`src/success_count_distribution_assert.svh`:
```
// Assertion macros for the success count distribution block.
// Included by the RTL files that carry concurrent checks; needs no package.
`ifndef SUCCESS_COUNT_DISTRIBUTION_ASSERT_SVH
`define SUCCESS_COUNT_DISTRIBUTION_ASSERT_SVH
`ifndef SYNTH
// Same-cycle implication check, disabled while reset is low
`define SCD_ASSERT(lbl, clk, rstn, ante, cons) \
    lbl: assert property (@(posedge clk) disable iff (!rstn) (ante) |-> (cons)) \
        else $error("scd: assertion failed");
// Next-cycle implication check, disabled while reset is low
`define SCD_ASSERT_NXT(lbl, clk, rstn, ante, cons) \
    lbl: assert property (@(posedge clk) disable iff (!rstn) (ante) |=> (cons)) \
        else $error("scd: assertion failed");
`else
`define SCD_ASSERT(lbl, clk, rstn, ante, cons)
`define SCD_ASSERT_NXT(lbl, clk, rstn, ante, cons)
`endif
`endif

```
`src/scd_pkg.sv`:
```
// Shared types and constants of the success count distribution block.
// Used by scd_mac and success_count_distribution; depends on nothing.
`default_nettype none

package scd_pkg;

    localparam int PROB_W  = 17;
    localparam int FRAC_W  = 16;
    localparam int COUNT_W = 6;

    typedef logic [PROB_W-1:0]  prob_t;
    typedef logic [COUNT_W-1:0] count_t;

    // 1.0 in unsigned Q1.16
    localparam prob_t ONE_Q16 = 17'h10000;

    // One input transaction
    typedef struct packed {
        prob_t success_prob;
        logic  last_prob;
    } in_item_t;

    // One result transaction
    typedef struct packed {
        count_t success_count;
        prob_t  count_prob;
        logic   final_entry;
        logic   overflow;
    } out_item_t;

    // Control into the multiply-add unit
    typedef struct packed {
        logic valid;
        logic start;
    } mac_ctl_t;

    // Result of the multiply-add unit, one store entry
    typedef struct packed {
        logic  valid;
        prob_t value;
    } mac_res_t;

endpackage

`default_nettype wire

```
`src/scd_mac.sv`:
```
// Two-stage multiply-add unit: new = trunc(r*p) + trunc(prev*(1-p)), saturated to 1.0.
// Depends on scd_pkg for the Q1.16 types and control structs.
`default_nettype none

module scd_mac (
    input  wire logic             aclk,
    input  wire logic             aresetn,
    input  wire scd_pkg::mac_ctl_t ctl,
    input  wire scd_pkg::prob_t   rd_value,
    input  wire scd_pkg::prob_t   prob,
    output scd_pkg::mac_res_t     res
);

    localparam int PW = scd_pkg::PROB_W;
    localparam int FW = scd_pkg::FRAC_W;

    scd_pkg::prob_t     q;
    scd_pkg::prob_t     stay_in;
    logic [2*PW-1:0]    prod_up;
    logic [2*PW-1:0]    prod_stay;
    logic [PW:0]        sum;

    scd_pkg::prob_t     prev_reg;
    scd_pkg::prob_t     prev_next;
    logic               s1_valid_reg;
    scd_pkg::prob_t     up_reg;
    scd_pkg::prob_t     stay_reg;
    logic               out_valid_reg;
    scd_pkg::prob_t     out_value_reg;
    scd_pkg::prob_t     out_value_next;

    // Form both truncated products; the carried entry is zero at the top of a walk
    always_comb begin
        q         = scd_pkg::ONE_Q16 - prob;
        stay_in   = ctl.start ? '0 : prev_reg;
        prod_up   = {{PW{1'b0}}, rd_value} * {{PW{1'b0}}, prob};
        prod_stay = {{PW{1'b0}}, stay_in} * {{PW{1'b0}}, q};
        prev_next = ctl.valid ? rd_value : prev_reg;
    end

    // Add the two terms and clamp to 1.0
    always_comb begin
        sum            = {1'b0, up_reg} + {1'b0, stay_reg};
        out_value_next = (sum > {1'b0, scd_pkg::ONE_Q16}) ? scd_pkg::ONE_Q16 : sum[PW-1:0];
    end

    always_ff @(posedge aclk) begin
        if (!aresetn) begin
            s1_valid_reg  <= 1'b0;
            out_valid_reg <= 1'b0;
        end else begin
            s1_valid_reg  <= ctl.valid;
            out_valid_reg <= s1_valid_reg;
        end
    end

    // Payload stages, no reset
    always_ff @(posedge aclk) begin
        prev_reg      <= prev_next;
        up_reg        <= prod_up[FW+PW-1:FW];
        stay_reg      <= prod_stay[FW+PW-1:FW];
        out_value_reg <= out_value_next;
    end

    assign res.valid = out_valid_reg;
    assign res.value = out_value_reg;

endmodule

`default_nettype wire

```
`src/success_count_distribution.sv`:
```
// Top level of the success count distribution block: store, sequencer and output register.
// Depends on scd_pkg, scd_mac and success_count_distribution_assert.svh.
//
// Each accepted probability (Q1.16, values above 1.0 clamped) folds one more independent
// trial into the stored distribution of the success count. The store is a single
// synchronous memory of MAX_ITEMS+1 entries with one read and one write port; an update
// walks it from the highest live entry down to entry 0, reading one entry a cycle,
// feeding the two-stage multiply-add unit and writing back behind the reads. The next
// transaction is accepted only once the update has written entry 0. A probability arriving
// at full capacity is dropped without a walk and raises overflow for the set. With n
// probabilities held, a transaction marked last makes the block send entries 0 to n, one
// per cycle while m_ready is held, with final_entry on entry n, and then start a fresh set.
// No clearing pass is needed after reset or between sets: entries above the held count
// are never read.
`default_nettype none

`include "success_count_distribution_assert.svh"

module success_count_distribution #(
    parameter int MAX_ITEMS = 32
) (
    input  wire logic               aclk,
    input  wire logic               aresetn,
    input  wire logic               s_valid,
    output logic                    s_ready,
    input  wire scd_pkg::in_item_t  s_data,
    output logic                    m_valid,
    input  wire logic               m_ready,
    output scd_pkg::out_item_t      m_data
);

    localparam int DEPTH = MAX_ITEMS + 1;
    localparam int AW    = $clog2(DEPTH);

    localparam logic [1:0] ST_IDLE   = 2'd0;
    localparam logic [1:0] ST_UPDATE = 2'd1;
    localparam logic [1:0] ST_EMIT   = 2'd2;

    // Store
    scd_pkg::prob_t     mem [DEPTH];
    scd_pkg::prob_t     rd_data_reg;
    logic               rd_en;
    logic [AW-1:0]      rd_addr;
    logic               mem_we;

    // Control state
    logic [1:0]         state_reg,       state_next;
    logic [AW-1:0]      items_loaded_reg, items_loaded_next;
    logic               dropped_reg,     dropped_next;
    logic               iss_run_reg,     iss_run_next;
    logic               zero_pend_reg,   zero_pend_next;
    logic               tag_valid_reg,   tag_valid_next;
    logic               rd_pend_reg,     rd_pend_next;
    logic               emit_done_reg,   emit_done_next;
    logic               m_valid_reg,     m_valid_next;

    // Payload state
    scd_pkg::prob_t     p_reg,           p_next;
    logic               last_reg,        last_next;
    logic [AW-1:0]      iss_addr_reg,    iss_addr_next;
    logic [AW-1:0]      wr_addr_reg,     wr_addr_next;
    logic [AW-1:0]      emit_addr_reg,   emit_addr_next;
    logic               tag_start_reg,   tag_start_next;
    logic               tag_zero_reg,    tag_zero_next;
    logic               rd_init_reg,     rd_init_next;
    logic [AW-1:0]      em_idx_reg,      em_idx_next;
    logic               em_final_reg,    em_final_next;
    scd_pkg::out_item_t m_data_reg,      m_data_next;

    logic               s_accept;
    logic               emit_load;
    logic               emit_issue;
    scd_pkg::prob_t     p_sat;
    scd_pkg::prob_t     rd_value;
    scd_pkg::mac_ctl_t  mac_ctl;
    scd_pkg::mac_res_t  mac_res;

    assign s_ready  = (state_reg == ST_IDLE);
    assign s_accept = s_valid && s_ready;
    assign p_sat    = (s_data.success_prob > scd_pkg::ONE_Q16) ? scd_pkg::ONE_Q16
                                                               : s_data.success_prob;

    // Entry 0 of a fresh set reads as 1.0; the extra bottom step feeds zero
    always_comb begin
        if (tag_zero_reg) begin
            rd_value = '0;
        end else if (rd_init_reg) begin
            rd_value = scd_pkg::ONE_Q16;
        end else begin
            rd_value = rd_data_reg;
        end
    end

    assign mac_ctl.valid = tag_valid_reg;
    assign mac_ctl.start = tag_start_reg;
    assign mem_we        = mac_res.valid;

    scd_mac u_mac (
        .aclk     (aclk),
        .aresetn  (aresetn),
        .ctl      (mac_ctl),
        .rd_value (rd_value),
        .prob     (p_reg),
        .res      (mac_res)
    );

    // Sequencer
    always_comb begin
        state_next        = state_reg;
        items_loaded_next = items_loaded_reg;
        dropped_next      = dropped_reg;
        iss_run_next      = iss_run_reg;
        zero_pend_next    = zero_pend_reg;
        tag_valid_next    = 1'b0;
        rd_pend_next      = rd_pend_reg;
        emit_done_next    = emit_done_reg;
        m_valid_next      = m_valid_reg;
        p_next            = p_reg;
        last_next         = last_reg;
        iss_addr_next     = iss_addr_reg;
        wr_addr_next      = wr_addr_reg;
        emit_addr_next    = emit_addr_reg;
        tag_start_next    = tag_start_reg;
        tag_zero_next     = tag_zero_reg;
        rd_init_next      = rd_init_reg;
        em_idx_next       = em_idx_reg;
        em_final_next     = em_final_reg;
        m_data_next       = m_data_reg;
        rd_en             = 1'b0;
        rd_addr           = iss_addr_reg;
        emit_load         = 1'b0;
        emit_issue        = 1'b0;

        unique case (state_reg)
            ST_IDLE: begin
                // Take a probability: walk the store, or drop it at capacity
                if (s_accept) begin
                    p_next         = p_sat;
                    last_next      = s_data.last_prob;
                    emit_addr_next = '0;
                    emit_done_next = 1'b0;
                    rd_pend_next   = 1'b0;
                    if (items_loaded_reg == AW'(MAX_ITEMS)) begin
                        dropped_next = 1'b1;
                        if (s_data.last_prob) begin
                            state_next = ST_EMIT;
                        end
                    end else begin
                        state_next    = ST_UPDATE;
                        iss_run_next  = 1'b1;
                        iss_addr_next = items_loaded_reg;
                        wr_addr_next  = items_loaded_reg + AW'(1);
                    end
                end
            end
            ST_UPDATE: begin
                // Issue reads top down, then one zero step for entry 0
                if (iss_run_reg) begin
                    rd_en          = 1'b1;
                    rd_addr        = iss_addr_reg;
                    tag_valid_next = 1'b1;
                    tag_start_next = (iss_addr_reg == items_loaded_reg);
                    tag_zero_next  = 1'b0;
                    rd_init_next   = (items_loaded_reg == '0);
                    if (iss_addr_reg == '0) begin
                        iss_run_next   = 1'b0;
                        zero_pend_next = 1'b1;
                    end else begin
                        iss_addr_next = iss_addr_reg - AW'(1);
                    end
                end else if (zero_pend_reg) begin
                    tag_valid_next = 1'b1;
                    tag_start_next = 1'b0;
                    tag_zero_next  = 1'b1;
                    zero_pend_next = 1'b0;
                end
                // Write back behind the reads; finish on entry 0
                if (mac_res.valid) begin
                    wr_addr_next = wr_addr_reg - AW'(1);
                    if (wr_addr_reg == '0) begin
                        items_loaded_next = items_loaded_reg + AW'(1);
                        state_next        = last_reg ? ST_EMIT : ST_IDLE;
                    end
                end
            end
            ST_EMIT: begin
                // Move a read result into the output register when it is free
                emit_load  = rd_pend_reg && (!m_valid_reg || m_ready);
                emit_issue = !emit_done_reg && (!rd_pend_reg || emit_load);
                if (emit_load) begin
                    m_valid_next              = 1'b1;
                    m_data_next.success_count = scd_pkg::count_t'(em_idx_reg);
                    m_data_next.count_prob    = rd_init_reg ? scd_pkg::ONE_Q16 : rd_data_reg;
                    m_data_next.final_entry   = em_final_reg;
                    m_data_next.overflow      = dropped_reg;
                end else if (m_ready) begin
                    m_valid_next = 1'b0;
                end
                if (emit_issue) begin
                    rd_en         = 1'b1;
                    rd_addr       = emit_addr_reg;
                    rd_pend_next  = 1'b1;
                    rd_init_next  = (items_loaded_reg == '0);
                    em_idx_next   = emit_addr_reg;
                    em_final_next = (emit_addr_reg == items_loaded_reg);
                    if (emit_addr_reg == items_loaded_reg) begin
                        emit_done_next = 1'b1;
                    end else begin
                        emit_addr_next = emit_addr_reg + AW'(1);
                    end
                end else if (emit_load) begin
                    rd_pend_next = 1'b0;
                end
                // Final entry taken: start a fresh set
                if (m_valid_reg && m_ready && m_data_reg.final_entry) begin
                    items_loaded_next = '0;
                    dropped_next      = 1'b0;
                    state_next        = ST_IDLE;
                end
            end
            default: begin
                state_next = ST_IDLE;
            end
        endcase
    end

    // Store: one write port, one registered read port
    always_ff @(posedge aclk) begin
        if (mem_we) begin
            mem[wr_addr_reg] <= mac_res.value;
        end
        if (rd_en) begin
            rd_data_reg <= mem[rd_addr];
        end
    end

    // Control registers
    always_ff @(posedge aclk) begin
        if (!aresetn) begin
            state_reg        <= ST_IDLE;
            items_loaded_reg <= '0;
            dropped_reg      <= 1'b0;
            iss_run_reg      <= 1'b0;
            zero_pend_reg    <= 1'b0;
            tag_valid_reg    <= 1'b0;
            rd_pend_reg      <= 1'b0;
            emit_done_reg    <= 1'b0;
            m_valid_reg      <= 1'b0;
        end else begin
            state_reg        <= state_next;
            items_loaded_reg <= items_loaded_next;
            dropped_reg      <= dropped_next;
            iss_run_reg      <= iss_run_next;
            zero_pend_reg    <= zero_pend_next;
            tag_valid_reg    <= tag_valid_next;
            rd_pend_reg      <= rd_pend_next;
            emit_done_reg    <= emit_done_next;
            m_valid_reg      <= m_valid_next;
        end
    end

    // Payload registers, no reset
    always_ff @(posedge aclk) begin
        p_reg         <= p_next;
        last_reg      <= last_next;
        iss_addr_reg  <= iss_addr_next;
        wr_addr_reg   <= wr_addr_next;
        emit_addr_reg <= emit_addr_next;
        tag_start_reg <= tag_start_next;
        tag_zero_reg  <= tag_zero_next;
        rd_init_reg   <= rd_init_next;
        em_idx_reg    <= em_idx_next;
        em_final_reg  <= em_final_next;
        m_data_reg    <= m_data_next;
    end

    assign m_valid = m_valid_reg;
    assign m_data  = m_data_reg;

    // Checks
    `SCD_ASSERT(a_out_only_emit, aclk, aresetn, m_valid, state_reg == ST_EMIT)
    `SCD_ASSERT(a_wr_only_update, aclk, aresetn, mac_res.valid, state_reg == ST_UPDATE)
    `SCD_ASSERT(a_count_cap, aclk, aresetn, 1'b1, items_loaded_reg <= AW'(MAX_ITEMS))
    `SCD_ASSERT(a_final_idx, aclk, aresetn, m_valid && m_data.final_entry, m_data.success_count == scd_pkg::count_t'(items_loaded_reg))
    `SCD_ASSERT_NXT(a_wr_unbroken, aclk, aresetn, mac_res.valid && (wr_addr_reg != '0), mac_res.valid)

endmodule

`default_nettype wire
```
`config.mk`:
```
export PLATFORM = sky130hd
export DESIGN_NAME = success_count_distribution
export DESIGN_NICKNAME = d
export VERILOG_FILES = /design/src/scd_pkg.sv /design/src/scd_mac.sv /design/src/success_count_distribution.sv
export VERILOG_INCLUDE_DIRS = /design/src /design/src/src
export SDC_FILE = /design/constraint.sdc
export NUM_CORES = 2
export LEC_CHECK = 0
export BUFFER_PORTS_ARGS = -buffer_cell sky130_fd_sc_hd__buf_4
export CORE_ASPECT_RATIO = 0.75
export CORE_UTILIZATION = 59
export CTS_CLUSTER_SIZE = 12
export DETAILED_ROUTE_END_ITERATION = 7
export PLACE_DENSITY = 0.89
export SLEW_MARGIN = 0
export SYNTH_ARGS = -nofsm -noshare
export SYNTH_HDL_FRONTEND = slang
export SYNTH_SLANG_ARGS = --single-unit
```
`constraint.sdc`:
```
create_clock -name aclk -period 7.7 [get_ports aclk]
set_input_delay 0.77 -clock aclk [delete_from_list [all_inputs] [get_ports aclk]]
set_output_delay 0.77 -clock aclk [all_outputs]
set_load 0.005 [all_outputs]
```
-- Yosys cells after proc, flatten, opt, wreduce, memory -nomap -nowiden
Memories as Yosys holds them, arrays and structs flattened. A register that Yosys moved wholly into a read port is not among the register bits.
Index checks and enable logic that the tools add are counted.
- add/subtract/negate cells: 6
- multipliers: 2
- order comparisons: 2
- eq/ne operators: 19
- mux-type cells: 63
- reduce and logical (&&, ||, !) cells: 36
- operators by type and width (kind ; number):
    $mux 6 ; 15
    $mul 17x17->33 ; 2
    $mux 17 ; 3
    $pmux 6 s2 ; 4
    $mux 1 ; 27
    $reduce_and 4->1 ; 5
    $add 17x17->18 ; 1
    $gt 18x17->1 const B ; 1
    $logic_not 6->1 ; 3
    $gt 17x17->1 const B ; 1
    $sub 17x17->17 const A ; 1
    $ne 2x2->1 const B ; 8
    $mux 2 ; 7
    $reduce_and 2->1 ; 7
    $add 6x1->6 const B ; 2
    $eq 6x6->1 ; 2
    $pmux 1 s2 ; 6
    $sub 6x1->6 const B ; 2
    $reduce_and 5->1 ; 2
    $reduce_bool 2->1 ; 5
    $reduce_and 3->1 ; 3
    $ne 2x1->1 const B ; 4
    $eq 6x6->1 const B ; 1
    $ne 3x3->1 const B ; 2
    other kinds (7) ; 14
- register bits after elaboration: 156
- memory bits (writable): 561
- input bits: 22
- memories: 1
- memory list (name ; depth ; width ; rd ports ; clocked after memory_dff ; write ports ; line ; RTL):
    mem ; 33 ; 17 ; 1 ; 1 ; 1 ; success_count_distribution.sv:40 ; scd_pkg::prob_t mem [DEPTH];

-- Longest topological paths before layout
- depth after elaboration: 7
- gate-level depth with buffers: 30

-- By module
A second synthesis with hierarchy kept.
- cells, all modules: 4117
- area, all modules: 46763.6 µm²
- by module, submodules not included (module ; instances ; cells an instance ; area an instance (µm²) ; seq. area each (µm²)):
    success_count_distribution ; 1 ; 1827 ; 26465.4 ; 19789.0
    scd_mac ; 1 ; 2290 ; 20298.2 ; 1571.5

-- Least setup slack after synthesis
Ideal clock, no wire load.
- path kind: reg2reg
- start: register p_reg[0]
- end: register u_mac.stay_reg[16]
- data arrival time: 7420 ps
- data required time: 7574 ps
- path slack: 154 ps
- stages on the path, launching flop included: 27
- path buffers: 1
- clock period less this slack: 7546 ps
- path through: edfxtp_1 clkbuf_1 inv_1 ha_1 nor3b_4 nand3_1 or4_1 nor4_1 xor2_1 nor2_1 fa_1 fa_1 fa_1 fa_1 fa_1 inv_1 fa_1 inv_1 ha_1 nand3_1 nor4_1 a32oi_1 a31oi_1 a221o_1 nand2_1 a311oi_1 xnor2_1
- longest elaborated chain between the ends: 2
- ends and longest elaborated chain (what ; line ; RTL):
    from (decl) ; success_count_distribution.sv:58 ; scd_pkg::prob_t p_reg, p_next;
    from (signal assigned) ; success_count_distribution.sv:264 ; p_reg <= p_next;
    $sub 17x17->17 ; scd_mac.sv:34 ; q = scd_pkg::ONE_Q16 - prob;
    $mul 17x17->33 ; scd_mac.sv:37 ; prod_stay = {{PW{1'b0}}, stay_in} * {{PW{1'b0}}, q};
    net u_mac.prod_stay[32] ; scd_mac.sv:20 ; logic [2*PW-1:0] prod_stay;
    to (signal assigned) ; scd_mac.sv:61 ; stay_reg <= prod_stay[FW+PW-1:FW];
    to (decl) ; scd_mac.sv:27 ; scd_pkg::prob_t stay_reg;
The timed path passes the listed nets, and every way through them passes these cells.
A chain may end at the register's enable or synchronous reset.

-- Worst setup path in the final report
- start: register p_reg[0]
- end: register u_mac.stay_reg[15]
The elaborated chain is that of the path after synthesis.

==> flow_metrics.py <==
metrics = {
    "yosys": {
        "async_reset_ff_frac": 0,
        "synth_enable_flop_cells": 666,
        "synthTopCellsByCount": "nand2_1 (793), edfxtp_1 (666), inv_1 (569)",
        "synth_top_family_by_area": "adder cells",
        "synth_fa_ha_area_frac": 0.246,
        "synth_area_per_cell_um2": 11.0,
        "yosysWarnings": 0,
        "synth_compound_area_frac": 0.0708,
        "synth_xor_area_frac": 0.0192,
        "synth-seq-cells": 734,
        "synthesis.area_mm2": 0.0478,
        "yosysMostFrequentCell": "nand2_1",
        "syn-num-nets": 5052,
        "synthMuxAreaShare": 0.00170,
        "ys.flop_type": "edfxtp_1",
        "synth_top_cell_by_area": "edfxtp_1",
        "syn_inst": 4356,
        "synth_top_area_frac": 0.418,
        "ys_types": 78,
        "synthSimpleGateAreaFrac": 0.151,
        "ys_seq_area_frac": 0.447,
        "synth_area_leaders": "edfxtp_1 (42%), fa_1 (19%), nand2_1 (6.2%), ha_1 (6.0%), inv_1 (4.5%)",
    },
    "drt": {
        "drt-initial-drc-count": 4031,
        "vias": 33763,
        "routed_via_density": 6.17,
        "routed_wl_um": 121000,
        "wl_per_cell_um": 22.1,
        "drtPass1Iterations": 7,
        "ant_nets": 0,
        "drc_errors": 0,
    },
    "place": {
        "io_buffers": 48,
        "dpl.cell_count": 5334,
        "gp_congestion": 0.993,
        "hpwl_um": 81900,
        "post-place-ws_ps": -274,
        "postPlaceCellArea_mm2": 0.0496,
    },
    "sta": {
        "clock.fmax_mhz": 131,
        "worstMarginPinSlew_ps": 1350,
        "relSlewSlack": 0.0997,
        "finClkSkew_ps": 30.4,
        "finalMaxSlewViolations": 0,
        "period_share": 0.988,
        "finalHoldViolations": 0,
        "fin_hold_ws_ps": 364,
        "setup_tns_ps": 0,
        "fin_crit_ps": 7610,
        "final.setup.worst_slack_ps": 94.4,
        "setup_violations": 0,
    },
    "floorplan": {
        "rows": 90,
        "start_util": 0.596,
        "io_pins": 49,
        "die_h_um": 249,
        "core-area_mm2": 0.0803,
        "die_w_um": 331,
        "die-area_mm2": 0.0822,
    },
    "global_routing": {
        "grt_max_degree": 166,
        "track_usage": 0.296,
        "overflow": 0,
        "grt_pass1_vias": 34188,
        "antenna_found_initial": 3,
        "grt_pass1_wl_um": 188000,
    },
    "finish": {
        "fin_util": 0.651,
        "largest_register_ff_count": 561,
        "finalNonFillerCells": 5470,
        "design_area_mm2": 0.0523,
        "diodes": 0,
        "nets": 5066,
        "area.growth.synth_to_final_pct": 9.28,
        "layout-drive-gt1-share": 0.0830,
    },
    "setup_path": {
        "critPathTopFamily": "adder cells",
        "start_kind": "flop",
        "crit_required_ps": 8250,
        "crit_buf_inv": 4,
        "critPathKind": "flop to flop",
        "cp_slowest_cell": "fa_1",
        "end_kind": "flop",
        "cp_max_fo": 6,
        "cp_data_arrival_time_ps": 8160,
        "cpPeakStageDelay_ps": 560,
        "crit_top_cell": "fa_1",
    },
    "cts": {
        "insertion_delay_ps": 630,
        "ctsHoldBuffers": 0,
        "cts_root_buf": "clkbuf_16",
        "cts_made_buffers": 75,
        "cts_buffer_depth": 3,
        "tritoncts": "yes",
        "path_clk_slew_ps": 60,
        "clock-sinks": 734,
        "htreeDepth": 3,
    },
    "power_and_ir_drop": {
        "pwr_density_cell_mw_per_mm2": 412,
        "total_power_mw": 21.5,
        "ir_worst_vdd_mv": 0.570,
        "p_leak_nw": 21.4,
    },
    "hold_path": {
        "hold_path.class": "input pin to flop",
    },
    "flow_run": {
        "drv_cap": 0,
    },
    "run_status": {
        "status": "completed",
    },
}
==> what timing repair did <==
action	4_1_cts	5_1_grt
pin swaps	1	17
resized for setup	8	42
setup buffers	0	17
endpoints found under the setup margin	10	11
==> routing by layer <==
layer / global-route usage / share of wire / up-vias
met5: 0 / 0.00012 / -
met4: 0.0947 / 0.032 / 2
met3: 0.0672 / 0.13 / 311
met2: 0.438 / 0.45 / 2240
met1: 0.436 / 0.39 / 16646
li1: - / - / 14564
==> layout by cell type (no fill, tap or decap), types with 80 or more instances in the layout <==
cell	n
nand3_1	164
nor2_1	165
nand2_1	791
a311oi_1	104
buf_4	176
and2_1	147
fa_1	443
and3_1	80
a211oi_1	112
edfxtp_1	666
ha_1	225
inv_1	567
==> area by class of cell <==
cell class	instances	area (um2)
Clock buffer	101	2030
Multi-Input combinational cell	2804	23800
Clock inverter	18	180
Fill cell	5551	28000
Inverter	569	2140
Tap cell	1058	1320
Timing Repair Buffer	186	1490
Sequential cell	734	21400
==> kinds of logic after synthesis <==
| family | Yosys count |
|---|---|
| muxes | 8 |
| and+or+nand+nor | 1566 |
| buffers and inverters | 818 |
| AOI/OAI and AO/OA | 453 |
| xor gates and xnor gates | 103 |
| adders and majority gates | 674 |
| DFF | 734 |
==> worst paths after layout <==
| check | cells after the start | endpoint | from | slack (ps) |
|---|---|---|---|---|
| hold reg to reg | 0 | m_data[20] | em_idx_reg[1] | 420 |
| setup reg to reg | 27 | u_mac.stay_reg[15] | p_reg[0] | 90 |
| hold / removal | 1 | last_reg | s_data[0] | 360 |
| setup / recovery | 27 | u_mac.stay_reg[15] | p_reg[0] | 90 |
==> power by group <==
group | total (mW) | switching (mW) | internal (mW)
logic | 12.4 | 7.73 | 4.64
registers | 5.82 | 0.635 | 5.18
clock network | 3.34 | 1.49 | 1.85
total | 21.5 | 9.86 | 11.7
Power figures use the tool's default switching activity.
